===== src/hw/rtl/p3cs_pkg.sv =====
// Package for the POP3 credential sniffer.
// Holds the phase encoding, the result word type, the keyword tables and the
// byte folding helpers. No dependencies.
package p3cs_pkg;

  localparam int MAX_NAME = 64;
  localparam int CNT_W    = 7;

  localparam logic [7:0] CH_LF = 8'h0A;

  // Phase codes as they appear on the result port.
  localparam logic [2:0] CODE_GREET    = 3'd0;
  localparam logic [2:0] CODE_USER_KEY = 3'd1;
  localparam logic [2:0] CODE_USER_CAP = 3'd2;
  localparam logic [2:0] CODE_PASS_KEY = 3'd3;
  localparam logic [2:0] CODE_PASS_CAP = 3'd4;
  localparam logic [2:0] CODE_REPLY    = 3'd5;
  localparam logic [2:0] CODE_DONE     = 3'd6;

  typedef enum logic [6:0] {
    PH_GREET    = 7'b0000001,
    PH_USER_KEY = 7'b0000010,
    PH_USER_CAP = 7'b0000100,
    PH_PASS_KEY = 7'b0001000,
    PH_PASS_CAP = 7'b0010000,
    PH_REPLY    = 7'b0100000,
    PH_DONE     = 7'b1000000
  } phase_t;

  typedef struct packed {
    logic [2:0] phase;
    logic       capture_valid;
    logic       capture_kind;
    logic [7:0] capture_byte;
    logic       field_end;
    logic       truncated;
    logic       accepted;
    logic       rejected;
  } res_t;

  function automatic logic [2:0] phase_code(input phase_t ph);
    logic [2:0] code;
    case (ph)
      PH_GREET:    code = CODE_GREET;
      PH_USER_KEY: code = CODE_USER_KEY;
      PH_USER_CAP: code = CODE_USER_CAP;
      PH_PASS_KEY: code = CODE_PASS_KEY;
      PH_PASS_CAP: code = CODE_PASS_CAP;
      PH_REPLY:    code = CODE_REPLY;
      default:     code = CODE_DONE;
    endcase
    return code;
  endfunction

  // Only the letters A-Z are folded to lower case.
  function automatic logic [7:0] fold(input logic [7:0] c);
    logic [7:0] f;
    if (c >= 8'h41 && c <= 8'h5A) begin
      f = c + 8'd32;
    end else begin
      f = c;
    end
    return f;
  endfunction

  function automatic logic same(input logic [7:0] a, input logic [7:0] b);
    return fold(a) == fold(b);
  endfunction

  function automatic logic [7:0] kw_ok(input logic [2:0] pos);
    logic [7:0] c;
    case (pos)
      3'd0:    c = 8'h2B; // '+'
      3'd1:    c = 8'h4F; // 'O'
      default: c = 8'h4B; // 'K'
    endcase
    return c;
  endfunction

  function automatic logic [7:0] kw_user(input logic [2:0] pos);
    logic [7:0] c;
    case (pos)
      3'd0:    c = 8'h55; // 'U'
      3'd1:    c = 8'h53; // 'S'
      3'd2:    c = 8'h45; // 'E'
      3'd3:    c = 8'h52; // 'R'
      default: c = 8'h20; // ' '
    endcase
    return c;
  endfunction

  function automatic logic [7:0] kw_pass(input logic [2:0] pos);
    logic [7:0] c;
    case (pos)
      3'd0:    c = 8'h50; // 'P'
      3'd1:    c = 8'h41; // 'A'
      3'd2:    c = 8'h53; // 'S'
      3'd3:    c = 8'h53; // 'S'
      default: c = 8'h20; // ' '
    endcase
    return c;
  endfunction

  function automatic logic [7:0] kw_err(input logic [2:0] pos);
    logic [7:0] c;
    case (pos)
      3'd0:    c = 8'h2D; // '-'
      3'd1:    c = 8'h45; // 'E'
      default: c = 8'h52; // 'R'
    endcase
    return c;
  endfunction

endpackage


===== src/hw/rtl/pop3_credential_sniffer.sv =====
// POP3 credential sniffer. Takes one session byte per word and walks the
// greeting, USER, PASS and reply phases, emitting one result word per byte.
// Throughput is one byte per cycle while the result side does not stall. A byte
// is taken into the input register, then the phase logic writes its result word
// into the result register, from which the word is presented; a result-side stall
// holds the byte in the input register. Keyword compares fold A-Z to lower
// case; credential bytes are passed raw and cut off after MAX_NAME bytes per
// field. Depends on p3cs_pkg and p3cs_phase.
module pop3_credential_sniffer (
  input  logic       clk,
  input  logic       rst_n,
  input  logic       in_valid,
  output logic       in_stall,
  input  logic [7:0] in_data_byte,
  output logic       out_valid,
  input  logic       out_stall,
  output logic [2:0] out_phase,
  output logic       out_capture_valid,
  output logic       out_capture_kind,
  output logic [7:0] out_capture_byte,
  output logic       out_field_end,
  output logic       out_truncated,
  output logic       out_accepted,
  output logic       out_rejected
);
  import p3cs_pkg::*;

  logic       in_vld_r;
  logic [7:0] in_byte_r;
  logic       out_vld_r;
  res_t       out_res_r;
  res_t       res;
  logic       adv;
  logic       in_take;

  // A byte moves into the result register when that register is empty or is
  // being emptied in the same cycle.
  assign adv     = in_vld_r && (!out_vld_r || !out_stall);
  assign in_stall = in_vld_r && !adv;
  assign in_take = in_valid && !in_stall;

  p3cs_phase u_phase (
    .clk       (clk),
    .rst_n     (rst_n),
    .step_en   (adv),
    .data_byte (in_byte_r),
    .res       (res)
  );

  always_ff @(posedge clk) begin
    if (!rst_n) begin
      in_vld_r  <= 1'b0;
      out_vld_r <= 1'b0;
    end else begin
      if (in_take) begin
        in_vld_r <= 1'b1;
      end else if (adv) begin
        in_vld_r <= 1'b0;
      end
      if (adv) begin
        out_vld_r <= 1'b1;
      end else if (!out_stall) begin
        out_vld_r <= 1'b0;
      end
    end
  end

  always_ff @(posedge clk) begin
    if (in_take) begin
      in_byte_r <= in_data_byte;
    end
    if (adv) begin
      out_res_r <= res;
    end
  end

  assign out_valid         = out_vld_r;
  assign out_phase         = out_res_r.phase;
  assign out_capture_valid = out_res_r.capture_valid;
  assign out_capture_kind  = out_res_r.capture_kind;
  assign out_capture_byte  = out_res_r.capture_byte;
  assign out_field_end     = out_res_r.field_end;
  assign out_truncated     = out_res_r.truncated;
  assign out_accepted      = out_res_r.accepted;
  assign out_rejected      = out_res_r.rejected;

endmodule


===== src/hw/rtl/p3cs_phase.sv =====
// Session phase tracker of the POP3 credential sniffer: phase and match state
// registers plus the per-byte next-state and result logic.
// Depends on p3cs_pkg.
module p3cs_phase (
  input  logic            clk,
  input  logic            rst_n,
  input  logic            step_en,
  input  logic [7:0]      data_byte,
  output p3cs_pkg::res_t  res
);
  import p3cs_pkg::*;

  phase_t             phase_r, phase_nxt;
  logic [2:0]         mpos_r, mpos_nxt;
  logic [2:0]         epos_r, epos_nxt;
  logic [CNT_W-1:0]   cnt_r, cnt_nxt;

  always_comb begin
    phase_nxt = phase_r;
    mpos_nxt  = mpos_r;
    epos_nxt  = epos_r;
    cnt_nxt   = cnt_r;
    res       = '0;

    case (phase_r)
      PH_GREET: begin
        if (mpos_r < 3'd3 && same(data_byte, kw_ok(mpos_r))) begin
          if (mpos_r == 3'd2) begin
            mpos_nxt  = 3'd0;
            phase_nxt = PH_USER_KEY;
          end else begin
            mpos_nxt = mpos_r + 3'd1;
          end
        end else begin
          phase_nxt = PH_DONE;
        end
      end
      PH_USER_KEY, PH_PASS_KEY: begin
        if (mpos_r < 3'd5 && same(data_byte, (phase_r == PH_PASS_KEY) ?
                                  kw_pass(mpos_r) : kw_user(mpos_r))) begin
          if (mpos_r == 3'd4) begin
            mpos_nxt  = 3'd0;
            cnt_nxt   = '0;
            phase_nxt = (phase_r == PH_PASS_KEY) ? PH_PASS_CAP : PH_USER_CAP;
          end else begin
            mpos_nxt = mpos_r + 3'd1;
          end
        end else begin
          // The mismatching byte is not retried as a first keyword byte.
          mpos_nxt = 3'd0;
        end
      end
      PH_USER_CAP, PH_PASS_CAP: begin
        res.capture_kind = (phase_r == PH_PASS_CAP);
        if (data_byte != CH_LF) begin
          if (cnt_r < CNT_W'(MAX_NAME)) begin
            cnt_nxt            = cnt_r + 1'b1;
            res.capture_valid  = 1'b1;
            res.capture_byte   = data_byte;
          end else begin
            res.truncated = 1'b1;
          end
        end else begin
          res.field_end = 1'b1;
          cnt_nxt       = '0;
          mpos_nxt      = 3'd0;
          epos_nxt      = 3'd0;
          phase_nxt     = (phase_r == PH_PASS_CAP) ? PH_REPLY : PH_PASS_KEY;
        end
      end
      PH_REPLY: begin
        // The +OK match takes priority; a miss leaves both matches as they are.
        if (mpos_r < 3'd3 && same(data_byte, kw_ok(mpos_r))) begin
          if (mpos_r == 3'd2) begin
            mpos_nxt     = 3'd0;
            res.accepted = 1'b1;
            phase_nxt    = PH_DONE;
          end else begin
            mpos_nxt = mpos_r + 3'd1;
          end
        end else if (epos_r < 3'd4 && same(data_byte, kw_err(epos_r))) begin
          if (epos_r == 3'd3) begin
            epos_nxt     = 3'd0;
            mpos_nxt     = 3'd0;
            res.rejected = 1'b1;
            phase_nxt    = PH_USER_KEY;
          end else begin
            epos_nxt = epos_r + 3'd1;
          end
        end
      end
      default: begin
        phase_nxt = PH_DONE;
      end
    endcase

    res.phase = phase_code(phase_nxt);
  end

  always_ff @(posedge clk) begin
    if (!rst_n) begin
      phase_r <= PH_GREET;
      mpos_r  <= 3'd0;
      epos_r  <= 3'd0;
      cnt_r   <= '0;
    end else if (step_en) begin
      phase_r <= phase_nxt;
      mpos_r  <= mpos_nxt;
      epos_r  <= epos_nxt;
      cnt_r   <= cnt_nxt;
    end
  end

  a_done_sticks: assert property (@(posedge clk) disable iff (!rst_n)
    phase_r == PH_DONE |=> phase_r == PH_DONE)
    else $error("left the done phase");

  a_cnt_bound: assert property (@(posedge clk) disable iff (!rst_n)
    cnt_r <= CNT_W'(MAX_NAME))
    else $error("capture count beyond the length limit");

  a_capture_phase: assert property (@(posedge clk) disable iff (!rst_n)
    step_en && (res.capture_valid || res.truncated || res.field_end) |->
      (phase_r == PH_USER_CAP || phase_r == PH_PASS_CAP))
    else $error("capture event outside a capture phase");

  a_accept_done: assert property (@(posedge clk) disable iff (!rst_n)
    step_en && res.accepted |=> phase_r == PH_DONE)
    else $error("acceptance did not end sniffing");

  a_reject_rehunt: assert property (@(posedge clk) disable iff (!rst_n)
    step_en && res.rejected |=> phase_r == PH_USER_KEY && mpos_r == 3'd0 && epos_r == 3'd0)
    else $error("rejection did not restart the USER hunt cleanly");

endmodule


===== config.mk =====
export PLATFORM = sky130hd
export DESIGN_NAME = pop3_credential_sniffer
export DESIGN_NICKNAME = d
export VERILOG_FILES = /design/src/hw/rtl/p3cs_pkg.sv /design/src/hw/rtl/pop3_credential_sniffer.sv /design/src/hw/rtl/p3cs_phase.sv
export SDC_FILE = /design/constraint.sdc
export NUM_CORES = 1
export LEC_CHECK = 0
export BUFFER_PORTS_ARGS = -buffer_cell sky130_fd_sc_hd__buf_2
export CORE_UTILIZATION = 34
export DETAILED_ROUTE_END_ITERATION = 7
export PLACE_DENSITY_LB_ADDON = 0.25
export SYNTH_ARGS = -nofsm -noshare
export SYNTH_HDL_FRONTEND = slang
export SYNTH_SLANG_ARGS = --single-unit

===== constraint.sdc =====
create_clock -name clk -period 2.6 [get_ports clk]
set_input_delay 0.52 -clock clk [delete_from_list [all_inputs] [get_ports clk]]
set_output_delay 0.52 -clock clk [all_outputs]
set_load 0.01 [all_outputs]

==> results, run 1 <==
- The worst setup path is launched from a register.
- Dividing the detail-routed wire length by the instance count gives 14.3 um.
- The largest individual stage delay along the critical path comes from the cell or4b_4.
- Subtracting the final worst setup slack from the clock period gives 2.74 ns.
- The worst supply voltage drop on vdd is 0.256 mV.
- Setup repair after global routing could not meet its margin everywhere.
- For this run, the register share of the synthesized area comes to 0.433.
- The critical path goes through inv_1 > ha_2 > buf_4 > nand2b_1 > and4b_1 > nor3_1 > o22ai_2 > or4b_4 > a21o_1 > a21oi_2 > nand4_1.
- Prior to clock tree synthesis, the placed netlist has a worst setup slack of -0.352 ns.
- Clock-pin slew was measured on the worst setup and hold paths at 0.09 ns.
- The worst min-delay path endpoint is in_byte_r[2].
- The hold path startpoint is in_data_byte[2].
- The wire-length estimate of the detail-placed layout is 5.23 mm.
- The top cell family by delay on the critical path is simple AND/OR/NAND/NOR gates.
- The detailed router finished its first iteration with 148 violations.
- For the pin with the worst max-slew slack, the measured transition is 0.660 ns.
- The number of pins with negative max-slew slack in the final report is 0.
- The setup check on the worst reg-to-reg path leaves a slack of -0.14 ns.
- The count of yosys warnings during synthesis is 0.
- The antenna diode count is 0.
- The total I/O pin count is 31.
- From synthesis to final layout, the design area changed by 43.9%.
- Yosys mapped a number of flops with a built-in enable equal to 25.
- The largest driver fanout on the critical path is 6.
- The number of buffers created by CTS is 5.
- The number of buffer and inverter stages on the critical path is 2.
- The required time of the critical path is 2.66 ns.
- The cell area power density is 396 nW/um2.
- The worst min-delay path category is input pin to register.
- Of the total power, combinational logic draws 0.180.
- Once routing completed, OpenROAD measured the worst setup slack at -0.140 ns.
- For this block, the routed nets add up to 7.32 mm of wire.
- The total clock sinks is 47.
- The flip-flop and latch area is 1200 um2.
- The critical path start-end classification is register to register.
- Of the total power, the share spent switching nets is 0.276.
- The overall die height is 91.9 um.
- The cell internal power dissipation is 1130 uW.
- The final count of hold timing violations is 0.
- The total track usage is 0.181.
- The static leakage power is 0.00156 uW.
- The number of antenna violations at the first check in global routing is 0.
- The number of antenna-violating nets in the routed design is 0.
- The maximum number of buffers from clock root to sink is 2.
- The share of flip-flops with an asynchronous set or reset after synthesis is 0.
- The run finished, with violations left.
- Entering global routing, the biggest net connects 25 pins.
- In the final layout, the share of cells above drive strength 1 is 0.400.
- Counting every net in the synthesized netlist gives 320.
- The initial utilization of the core area, before any placement, comes to 0.354.
- The final clock skew is 0.00680 ns.
- The final-report setup violation count is 7.
- In this design, the stage delay of the slowest critical-path cell is 0.55 ns.
- In the layout the commonest cells are buf_4, buf_2, nand2_1, nor2_1, edfxtp_1.
- Input and output buffers added on the ports amount to 30.
- The total die area is 8450 um2.
- The area of the mapped netlist is 2750 um2.
- After floorplanning, the core was divided into 32 placement rows.
- The clock reaches the later pin of the worst-skew pair after 0.31 ns.
- In this run the critical register-to-register path is captured at out_phase[0].
- The clock tree from TritonCTS is yes.
- The most frequent standard cell in the layout excluding fill and tap cells is buf_4.
- The maximum achievable frequency is 365 MHz.
- The total number of nets in the final design is 431.
- Once layout is complete, the utilization of the core stands at 0.510.
- The total congestion overflow after global routing is 0.
- The post-synthesis register bit count is 47.
- The area of the multi-input gates is 1710 um2.
- Headroom to the max-slew limit came out at 0.559.
- Of the available clock period, the critical path in the final layout requires 1.05.
- The synthesized instance count is 298.
- Of the total power, the clock network draws 0.298.
- The count of unique library cells instantiated by Yosys is 55.
- CTS placed an instance of clkbuf_8 at the clock tree root.
- In the synthesized netlist the dominant register cell turns out to be edfxtp_1.
- The depth of the worst register-to-register path is 11.
- From left edge to right edge, the die measures 91.9 um.
- The routed via count is 2,617.
- The detailed-routing iteration count for the pre-antenna-repair pass is 4.
- The worst setup path is captured at a register.
- The launching point of the worst reg2reg path is u_phase.mpos_r[0].
- At the end of routability-driven placement, the weighted congestion stood at 0.858.
- The filler cell count in the final layout is 758.
- The max capacitance violation total is 0.
- The average instance in the mapped netlist occupies 9.23 um2.
- The first global-routing pass estimated 12.1 mm of wire.
- The worst hold slack is 0.383 ns.
- After detailed routing, the number of vias per cell comes to 5.11.
- The area of the core is 7770 um2.
- The H-tree was split into 2 levels.
- For the worst setup path, the data arrival time is 2.80 ns.
- The via count of the first global-routing pass is 2,525.
- The sequential cell fraction of total power is 0.522.
- The hold-fix buffer count after cts is 0.
- The switching component of the power is 433 uW.
- The checks that failed: setup timing.
- The completed layout was analyzed and its total power is 1570 uW.
- The cell count of the worst hold path is 1.
- The remaining routing DRC violations is 0.
- The final sum of negative setup slack is -0.428 ns.
[power groups by stage]
stage	logic, uW	clock network (uW)	registers [uW]
final	282	467	818
after global routing	307	510	822
after CTS	257	479	819
after detailed placement	226	0	834
after global placement	224	0	834
after floorplan	111	0	845
[worst max-delay path by stage]
stage / depth (start not counted) / from / slack [ns] / endpoint
4_1_cts: 9 / in_byte_r[5] / -0.22 / out_phase[0]
3_3_place_gp: 10 / u_phase.mpos_r[0] / -0.29 / out_phase[0]
5_1_grt: 13 / in_byte_r[5] / -0.25 / u_phase.mpos_r[2]
2_1_floorplan: 10 / in_byte_r[5] / -0.18 / out_phase[0]
6_report: 11 / u_phase.mpos_r[0] / -0.14 / out_phase[0]
3_5_place_dp: 10 / u_phase.mpos_r[0] / -0.35 / out_phase[0]
[what timing repair did]
item / CTS / global route
pin swaps: 15 / 14
endpoints found under the setup margin: 20 / 22
resized for setup: 32 / 27
buffers inserted: 9 / 5
[kinds of logic after synthesis]
| family | count (synthesis) | synth area share |
|---|---|---|
| XOR/XNOR | 10 | 0.0318 |
| buffers and inverters | 20 | 0.0287 |
| AND/OR/NAND/NOR | 142 | 0.293 |
| flip-flops | 47 | 0.433 |
| multiplexers | 4 | 0.0150 |
| adder cells (fa/ha/maj) | 10 | 0.0455 |
| AO/OA/AOI/OAI | 65 | 0.153 |
[area by class of cell]
class	instances	share of cell area
clock buffers	5	0.0174
clock inverters	3	0.00569
inverters	13	0.0123
multi-input cells	231	0.432
flip-flops and latches	47	0.303
well taps	102	0.0322
repair buffers	111	0.198
[Yosys cell counts, types with 2 or more instances]
| cell type | number | share of area |
|---|---|---|
| or3_1 | 9 | 0.020 |
| ha_1 | 10 | 0.045 |
| o31ai_1 | 3 | 0.0082 |
| nand2_1 | 27 | 0.037 |
| and4b_1 | 2 | 0.0073 |
| nand4b_1 | 2 | 0.0064 |
| dfxtp_1 | 22 | 0.16 |
| o211ai_1 | 5 | 0.014 |
| nor2_1 | 28 | 0.038 |
| nor3_1 | 11 | 0.020 |
| xnor2_1 | 3 | 0.0096 |
| edfxtp_1 | 25 | 0.27 |
| mux2i_1 | 3 | 0.011 |
| o21ai_0 | 16 | 0.029 |
| clkbuf_1 | 4 | 0.0055 |
| nor2b_1 | 6 | 0.014 |
| nand3_1 | 15 | 0.027 |
| a21boi_0 | 2 | 0.0055 |
| o21a_1 | 7 | 0.019 |
| and2_1 | 5 | 0.011 |
| nand4bb_1 | 2 | 0.0082 |
| a21oi_1 | 15 | 0.027 |
| or4b_1 | 2 | 0.0073 |
| nand4_1 | 7 | 0.016 |
| nor4_1 | 3 | 0.0068 |
| xor2_1 | 7 | 0.022 |
| and3_1 | 7 | 0.016 |
| nand2b_1 | 3 | 0.0068 |
| o22ai_1 | 2 | 0.0045 |
| or2_2 | 3 | 0.0068 |
| a21o_1 | 3 | 0.0082 |
| and4_1 | 3 | 0.0096 |
| buf_2 | 3 | 0.0055 |
| inv_1 | 12 | 0.016 |
[layer usage]
layer  track usage  vias up  share of wire
met5             0        -              0
met4        0.0625        0          0.015
met3        0.0307       11          0.029
met2         0.298       38           0.48
met1         0.238     1237           0.47
li1              -     1331              -
[registers in the layout, summed over array words and instances, names as in the netlist]
signal	count
in_byte_r	8
in_vld_r	1
out_accepted	1
out_capture_byte	8
out_capture_kind	1
out_capture_valid	1
out_field_end	1
out_phase	3
out_rejected	1
out_truncated	1
out_valid	1
u_phase.cnt_r	7
u_phase.epos_r	3
u_phase.mpos_r	3
u_phase.phase_r	7
[through the flow]
| stage | cells | cell area (um2) |
|---|---|---|
| finish | 512 | 3960 |
| global route | 512 | 3960 |
| CTS | 507 | 3810 |
| detailed placement | 490 | 3510 |
| global placement | 490 | 3510 |
| floorplan | 298 | 2750 |
Power figures use the tool's default switching activity.
==> run 2, diff against run 1 <==
- CELL_PAD_IN_SITES_DETAIL_PLACEMENT: not set -> 0
- CELL_PAD_IN_SITES_GLOBAL_PLACEMENT: not set -> 1
- CORE_MARGIN: not set -> 10
==> run 2 against run 1 <==
The run still ends with setup timing left. Fmax shrank 2.9%. Clock power decreased by 7.3%. Clock-buffer cell count increased by 1. Register-to-register slack got worse by 0.08 ns. Non-clock buffer count fell by 11. Die area up 43%. Worst setup slack lost 0.082 ns. Global-route usage fell by 5.7 points. Clock skew hardly changed. Core utilization down 2.3 points.
==> results, run 2 (same netlist as run 1, synthesis figures left out) <==
- The minimum clock period after layout is 2.82 ns.
- At the placement stage, the worst setup path has a slack of -0.359 ns.
- The worst setup path is of the register to register kind.
- The cell family contributing the most delay on the critical path is simple AND/OR/NAND/NOR gates.
- The type of element launching the critical path is a register.
- The area of the core is 7810 um2.
- The largest driver fanout on the critical path is 6.
- In this run the horizontal extent of the chip is 110 um.
- Measured against its own limit, the worst slew margin works out to 0.593.
- The clock tree synthesis step divided the H-tree into 2 levels.
- The die covers 12,100 um2.
- The largest single stage delay on the critical path is 0.55 ns.
- The total track usage is 0.124.
- The min-delay analysis places its worst path in the category input pin to register.
- The final sum of negative setup slack is -1.60 ns.
- Clock tree synthesis inserted a total of 5 buffers.
- The routed via count is 2,563.
- In the routed layout, each cell is associated on average with a via count of 5.12.
- The placer congestion estimate is 0.869.
- The repair_antennas step left the layout with diodes totalling 0.
- The via count of the first global-routing pass was 2,521.
- The final wirelength is 7.31 mm.
- The cell area power density is 396 nW/um2.
- The top cell types in the final layout, fill and taps aside, are buf_4, buf_2, nor2_1.
- The cell with the largest stage delay on the worst path is or4b_4.
- The synthesis-to-layout area growth is 38.3%.
- The maximum number of buffers from clock root to sink is 2.
- The first global-routing pass estimated 12.0 mm of wire.
- The number of buffer and inverter stages on the critical path is 0.
- The number of pins with negative max-slew slack in the final report is 0.
- The maximum achievable frequency is 354 MHz.
- The clock root buffer is clkbuf_8.
- The final count of hold timing violations is 0.
- The checks that failed: setup timing.
- For the pin with the worst max-slew slack, the measured transition is 0.610 ns.
- For this configuration, the core starts out at a cell density of 0.352.
- The critical path goes through ha_4 > or3_4 > o21a_1 > nor4_2 > o22ai_2 > or4b_4 > a21o_1 > a21oi_2 > nand4_1.
- Measured along the y axis, the die boundary spans 110 um.
- The remaining routing DRC violations is 0.
- The flow ran to the end, but the final reports show violations.
- Across the VDD grid, the largest voltage drop is 0.187 mV.
- Summed over all layers, the global routing overflow is 0.
- In this run, the number of DRC markers left after iteration 0 of detailed routing was 67.
- The worst setup path is captured at a register.
- The number of buffer cells added on primary ports is 30.
- Max-cap violations in this run came to 0.
- The floorplan has 32 rows.
- During I/O placement, the number of pins put on the boundary was 31.
- The static leakage power is 0.00151 uW.
- The end-of-flow core utilization is 0.487.
- Across all setup checks in the final design, the least slack found is -0.222 ns.
- The total clock sinks is 47.
- Leaving out fill and tap cells, the most frequent cell in the layout is buf_4.
- The design draws 1510 uW.
- The number of antenna-violating nets in the routed design is 0.
- After legalization and detailed placement, the total HPWL measured 5.61 mm.
- Of the available clock period, the critical path in the final layout requires 1.09.
- The final-report setup violation count is 14.
- Buffers inserted to repair hold after CTS numbered 0.
- The clock tree from TritonCTS is yes.
- The filler cell count in the final layout is 781.
- Data arrives at the worst endpoint at 2.87 ns.
- The total number of nets in the final design is 420.
- The largest net degree at the start of global routing is 25.
- The average detailed-routed wire length per instance is 14.6 um.
- Between clock sinks in the finished design, the worst skew comes to 0.00704 ns.
- The number of antenna violations at the first check in global routing came to 0.
- For the worst-skew pair, the clock arrives at the later sink with an insertion delay of 0.30 ns.
- The share of layout cells above drive strength 1 is 0.363.
- Before antenna repair, the detailed router went through 4 iterations.
- The clock-pin transition on the worst setup and hold timing paths is 0.09 ns.
- The required time of the critical path is 2.65 ns.
- Setup repair after global routing could not meet its margin everywhere.
==> run 2: changes by cell type in the layout (fill, tap and decap cells not counted), sizes merged <==
cell    previous run  this run
clkbuf             5         6
inv               13        12
buf              111       100
==> run 2: cell type report <==
| type | count | area [um2] | share of cell area |
|---|---|---|---|
| multi-input combinational | 231 | 1660 | 0.436 |
| sequential | 47 | 1190 | 0.314 |
| timing repair buffer | 100 | 691 | 0.182 |
| tap | 102 | 128 | 0.0336 |
| clock buffer | 6 | 72.6 | 0.0191 |
| inverter | 13 | 48.8 | 0.0128 |
| clock inverter | 2 | 12.5 | 0.00329 |
==> run 2: through the flow <==
stage / area [um2] / std cells / hold WS, ns
after floorplan: 2750 / 298 / 0.457
after global placement: 3490 / 488 / 0.477
after detailed placement: 3490 / 488 / 0.486
after CTS: 3700 / 500 / 0.385
after global routing: 3800 / 501 / 0.372
final: 3800 / 501 / 0.393
==> run 2: worst reg2reg max path, delay by kind of cell, from the launching register on <==
family          cells  cell delay, ns
compound gates      4            0.59
flops               1            0.45
fa+ha+maj           1            0.28
simple gates        4            1.27
==> run 2: timing repair <==
item / CTS / global route
gates resized for setup: 23 / 26
pin swaps: 9 / 19
cloned: 0 / 0
setup buffers: 5 / 2
setup endpoints to repair: 19 / 22
==> run 2: path summary, 6_finish.rpt <==
check	start	to	slack, ns	cells past startpoint
worst min-delay path	in_data_byte[5]	in_byte_r[5]	0.39	1
worst max-delay path	in_byte_r[5]	out_phase[0]	-0.22	9
worst max register to register	in_byte_r[5]	out_phase[0]	-0.22	9
worst min register to register	u_phase.cnt_r[5]	u_phase.cnt_r[5]	0.50	2
==> run 2: where the power goes <==
group          total (uW)  switching (uW)  internal, uW  leakage, uW
registers             819            14.6           805     0.000410
logic                 255             134           121      0.00106
clock network         433             244           189    0.0000428
==> run 2: routing by layer <==
| layer | routed length [um] | vias to the layer above | GRT usage |
|---|---|---|---|
| met5 | 0 | - | 0 |
| li1 | - | 1306 | - |
| met3 | 303 | 11 | 0.0263 |
| met1 | 3380 | 1191 | 0.149 |
| met4 | 106 | 0 | 0.0418 |
| met2 | 3520 | 55 | 0.213 |
==> run 3, diff against run 2 <==
- CELL_PAD_IN_SITES_DETAIL_PLACEMENT: 0 -> not set
- CELL_PAD_IN_SITES_GLOBAL_PLACEMENT: 1 -> not set
==> run 3 against run 2 <==
Clock skew decreased by 0.0014 ns. Combinational power increased by 7%. Sequential cell count unchanged. Sequential power about the same. Register-to-register slack about the same. Cell count increased by 1.0%. Clock power increased by 12%. Worst setup slack got worse by 0.0038 ns. Power increased by 4.8%. The flow still finishes with violations (setup timing). Worst hold slack got worse by 0.014 ns. Largest power group unchanged.
==> results, run 3 (same netlist as run 1, synthesis figures left out) <==
- At the worst endpoint, the arrival time is 2.88 ns.
- The final count of hold timing violations is 0.
- The ratio of routed vias to standard cells is 5.25.
- The most frequent standard cell in the layout excluding fill and tap cells is buf_4.
- The minimum clock period after layout is 2.83 ns.
- Once layout is done, the placed cells without fillers occupy 3970 um2.
- The clock passes through at most 2 buffers.
- In this run the worst hold path is classified as input pin to register.
- The top cell types in the final layout, fill and taps aside, are buf_4, buf_2, nor2_1.
- The largest driver fanout on the critical path is 7.
- Dividing the final minimum period by the clock period gives 1.09.
- STA classifies the critical path endpoint as a register.
- The cell area power density is 398 nW/um2.
- After floorplanning, the core was divided into 32 placement rows.
- Setup violations remaining at the end of the flow were counted as 17.
- The cell internal power dissipation is 1130 uW.
- The overall die width is 110 um.
- The checks that failed: setup timing.
- The switching component of the power is 446 uW.
- The number of antenna violations at the first check in global routing is 0.
- Wires add up to 7.66 mm.
- The total congestion overflow after global routing is 0.
- The placed standard-cell area is 3490 um2.
- The area of the core is 7810 um2.
- Of the total power, combinational logic draws 0.172.
- The flow ran to the end, but the final reports show violations.
- The number of antenna-violating nets in the routed design is 0.
- The antenna diode count is 0.
- The worst-case IR drop observed on VDD is 0.207 mV.
- CTS placed an instance of clkbuf_8 at the clock tree root.
- The number of pins with negative max-slew slack in the final report was 0.
- Detailed routing inserted a total of 2,656 vias.
- The initial utilization of the core area, before any placement, comes to 0.352.
- The static leakage power is 0.00154 uW.
- The clock-pin transition on the worst setup and hold timing paths is 0.10 ns.
- After the first detailed-routing iteration, the DRC count stood at 110.
- The max capacitance violation total is 0.
- The number of buffer cells added on primary ports is 30.
- The detailed-routing iteration count for the pre-antenna-repair pass is 5.
- Across all register-to-register paths, the minimum setup slack is -0.23 ns.
- The average detailed-routed wire length per instance is 15.1 um.
- The total clock sinks is 47.
- The total track usage is 0.122.
- The remaining routing DRC violations is 0.
- Buffers inserted during clock tree synthesis total 5.
- In the post-route analysis, the smallest setup slack over all paths is -0.226 ns.
- The critical path start-end classification is register to register.
- The via count of the first global-routing pass is 2,569.
- The clock insertion delay at the later pin of the skew report is 0.31 ns.
- The number of H-tree levels is 2.
- From synthesis to final layout, the design area changed by 44.4%.
- Clock skew on the completed layout was measured at 0.00561 ns.
- The overall die height is 110 um.
- During I/O placement, the number of pins put on the boundary was 31.
- The required time of the critical path is 2.66 ns.
- The total number of nets in the final design is 425.
- In the final layout, the share of cells above drive strength 1 is 0.416.
- The switching share of power is 0.282.
- The filler cell count in the final layout is 720.
- The total chip power is 1580 uW.
- At the pin with the least slew margin, the transition time is 0.643 ns.
- Setup repair after global routing could not meet its margin everywhere.
- The largest net degree at the start of global routing is 25.
- The clock group share of total power is 0.307.
- The worst setup path is launched from a register.
- The congestion estimate from routability-driven global placement came to 0.944.
- The first global-routing pass estimated 12.0 mm of wire.
- The worst relative slew slack is 0.570.
- The sequential cell fraction of total power is 0.520.
- The pre-CTS worst setup slack is -0.345 ns.
- The clock tree from TritonCTS is yes.
- The total die area is 12,100 um2.
- The maximum achievable frequency is 354 MHz.
- The detailed placer's ending HPWL is 5.51 mm.
==> run 3: area by class of cell <==
class                           count  area, um2  area share
Timing Repair Buffer              104        724       0.182
Tap cell                          102        128      0.0321
Inverter                           13       48.8      0.0123
Multi-Input combinational cell    232       1780       0.448
Clock inverter                      3       27.5     0.00693
Clock buffer                        5       68.8      0.0173
Sequential cell                    47       1190       0.301
==> run 3: worst max-delay path, stage by stage, from the launching register on <==
cell and delay (ns):
edfxtp_1 0.46, ha_4 0.28, or3_4 0.34, o21a_1 0.12, nor4_2 0.25, o22ai_2 0.15, or4b_4 0.57, a21o_1 0.20
a21oi_2 0.13, nand4_1 0.08
==> run 3: timing repair <==
item                                   CTS  global route
gates cloned                             0             1
buffers inserted                         5             4
endpoints found under the hold margin    0             0
pin swaps                               10            21
hold buffers                             0             0
setup endpoints to repair               21            22
resized for setup                       19            54
==> run 3: through the flow <==
stage                     std cells  setup TNS (ns)  utilization  hold WS [ns]
final                           506           -1.80        0.508         0.378
after global routing            506           -3.91        0.508         0.363
after CTS                       501           -1.70        0.473         0.373
after detailed placement        488           -3.48        0.446         0.488
after global placement          488           -2.95        0.446         0.475
after floorplan                 298          -0.461            -         0.457
==> run 3: path summary, 6_finish.rpt <==
check | startpoint | end | cells after the start
hold reg to reg | u_phase.epos_r[0] | u_phase.epos_r[0] | 2
setup reg to reg | in_byte_r[5] | out_phase[0] | 9
setup / recovery | in_byte_r[5] | out_phase[0] | 9
hold / removal | in_data_byte[4] | in_byte_r[4] | 1
==> run 3: layer usage <==
metal,wire length [um],part of all wire,global-route usage
met2,3810,0.50,0.209
met3,349,0.046,0.0211
met5,0,0,0
met1,3380,0.44,0.154
met4,122,0.016,0.0353
==> run 3: power by group through the flow <==
stage	logic, uW	registers [uW]	clock network (uW)
2_1_floorplan	111	845	0
3_3_place_gp	219	834	0
3_5_place_dp	221	836	0
4_1_cts	236	819	499
5_1_grt	295	824	528
6_report	272	821	485
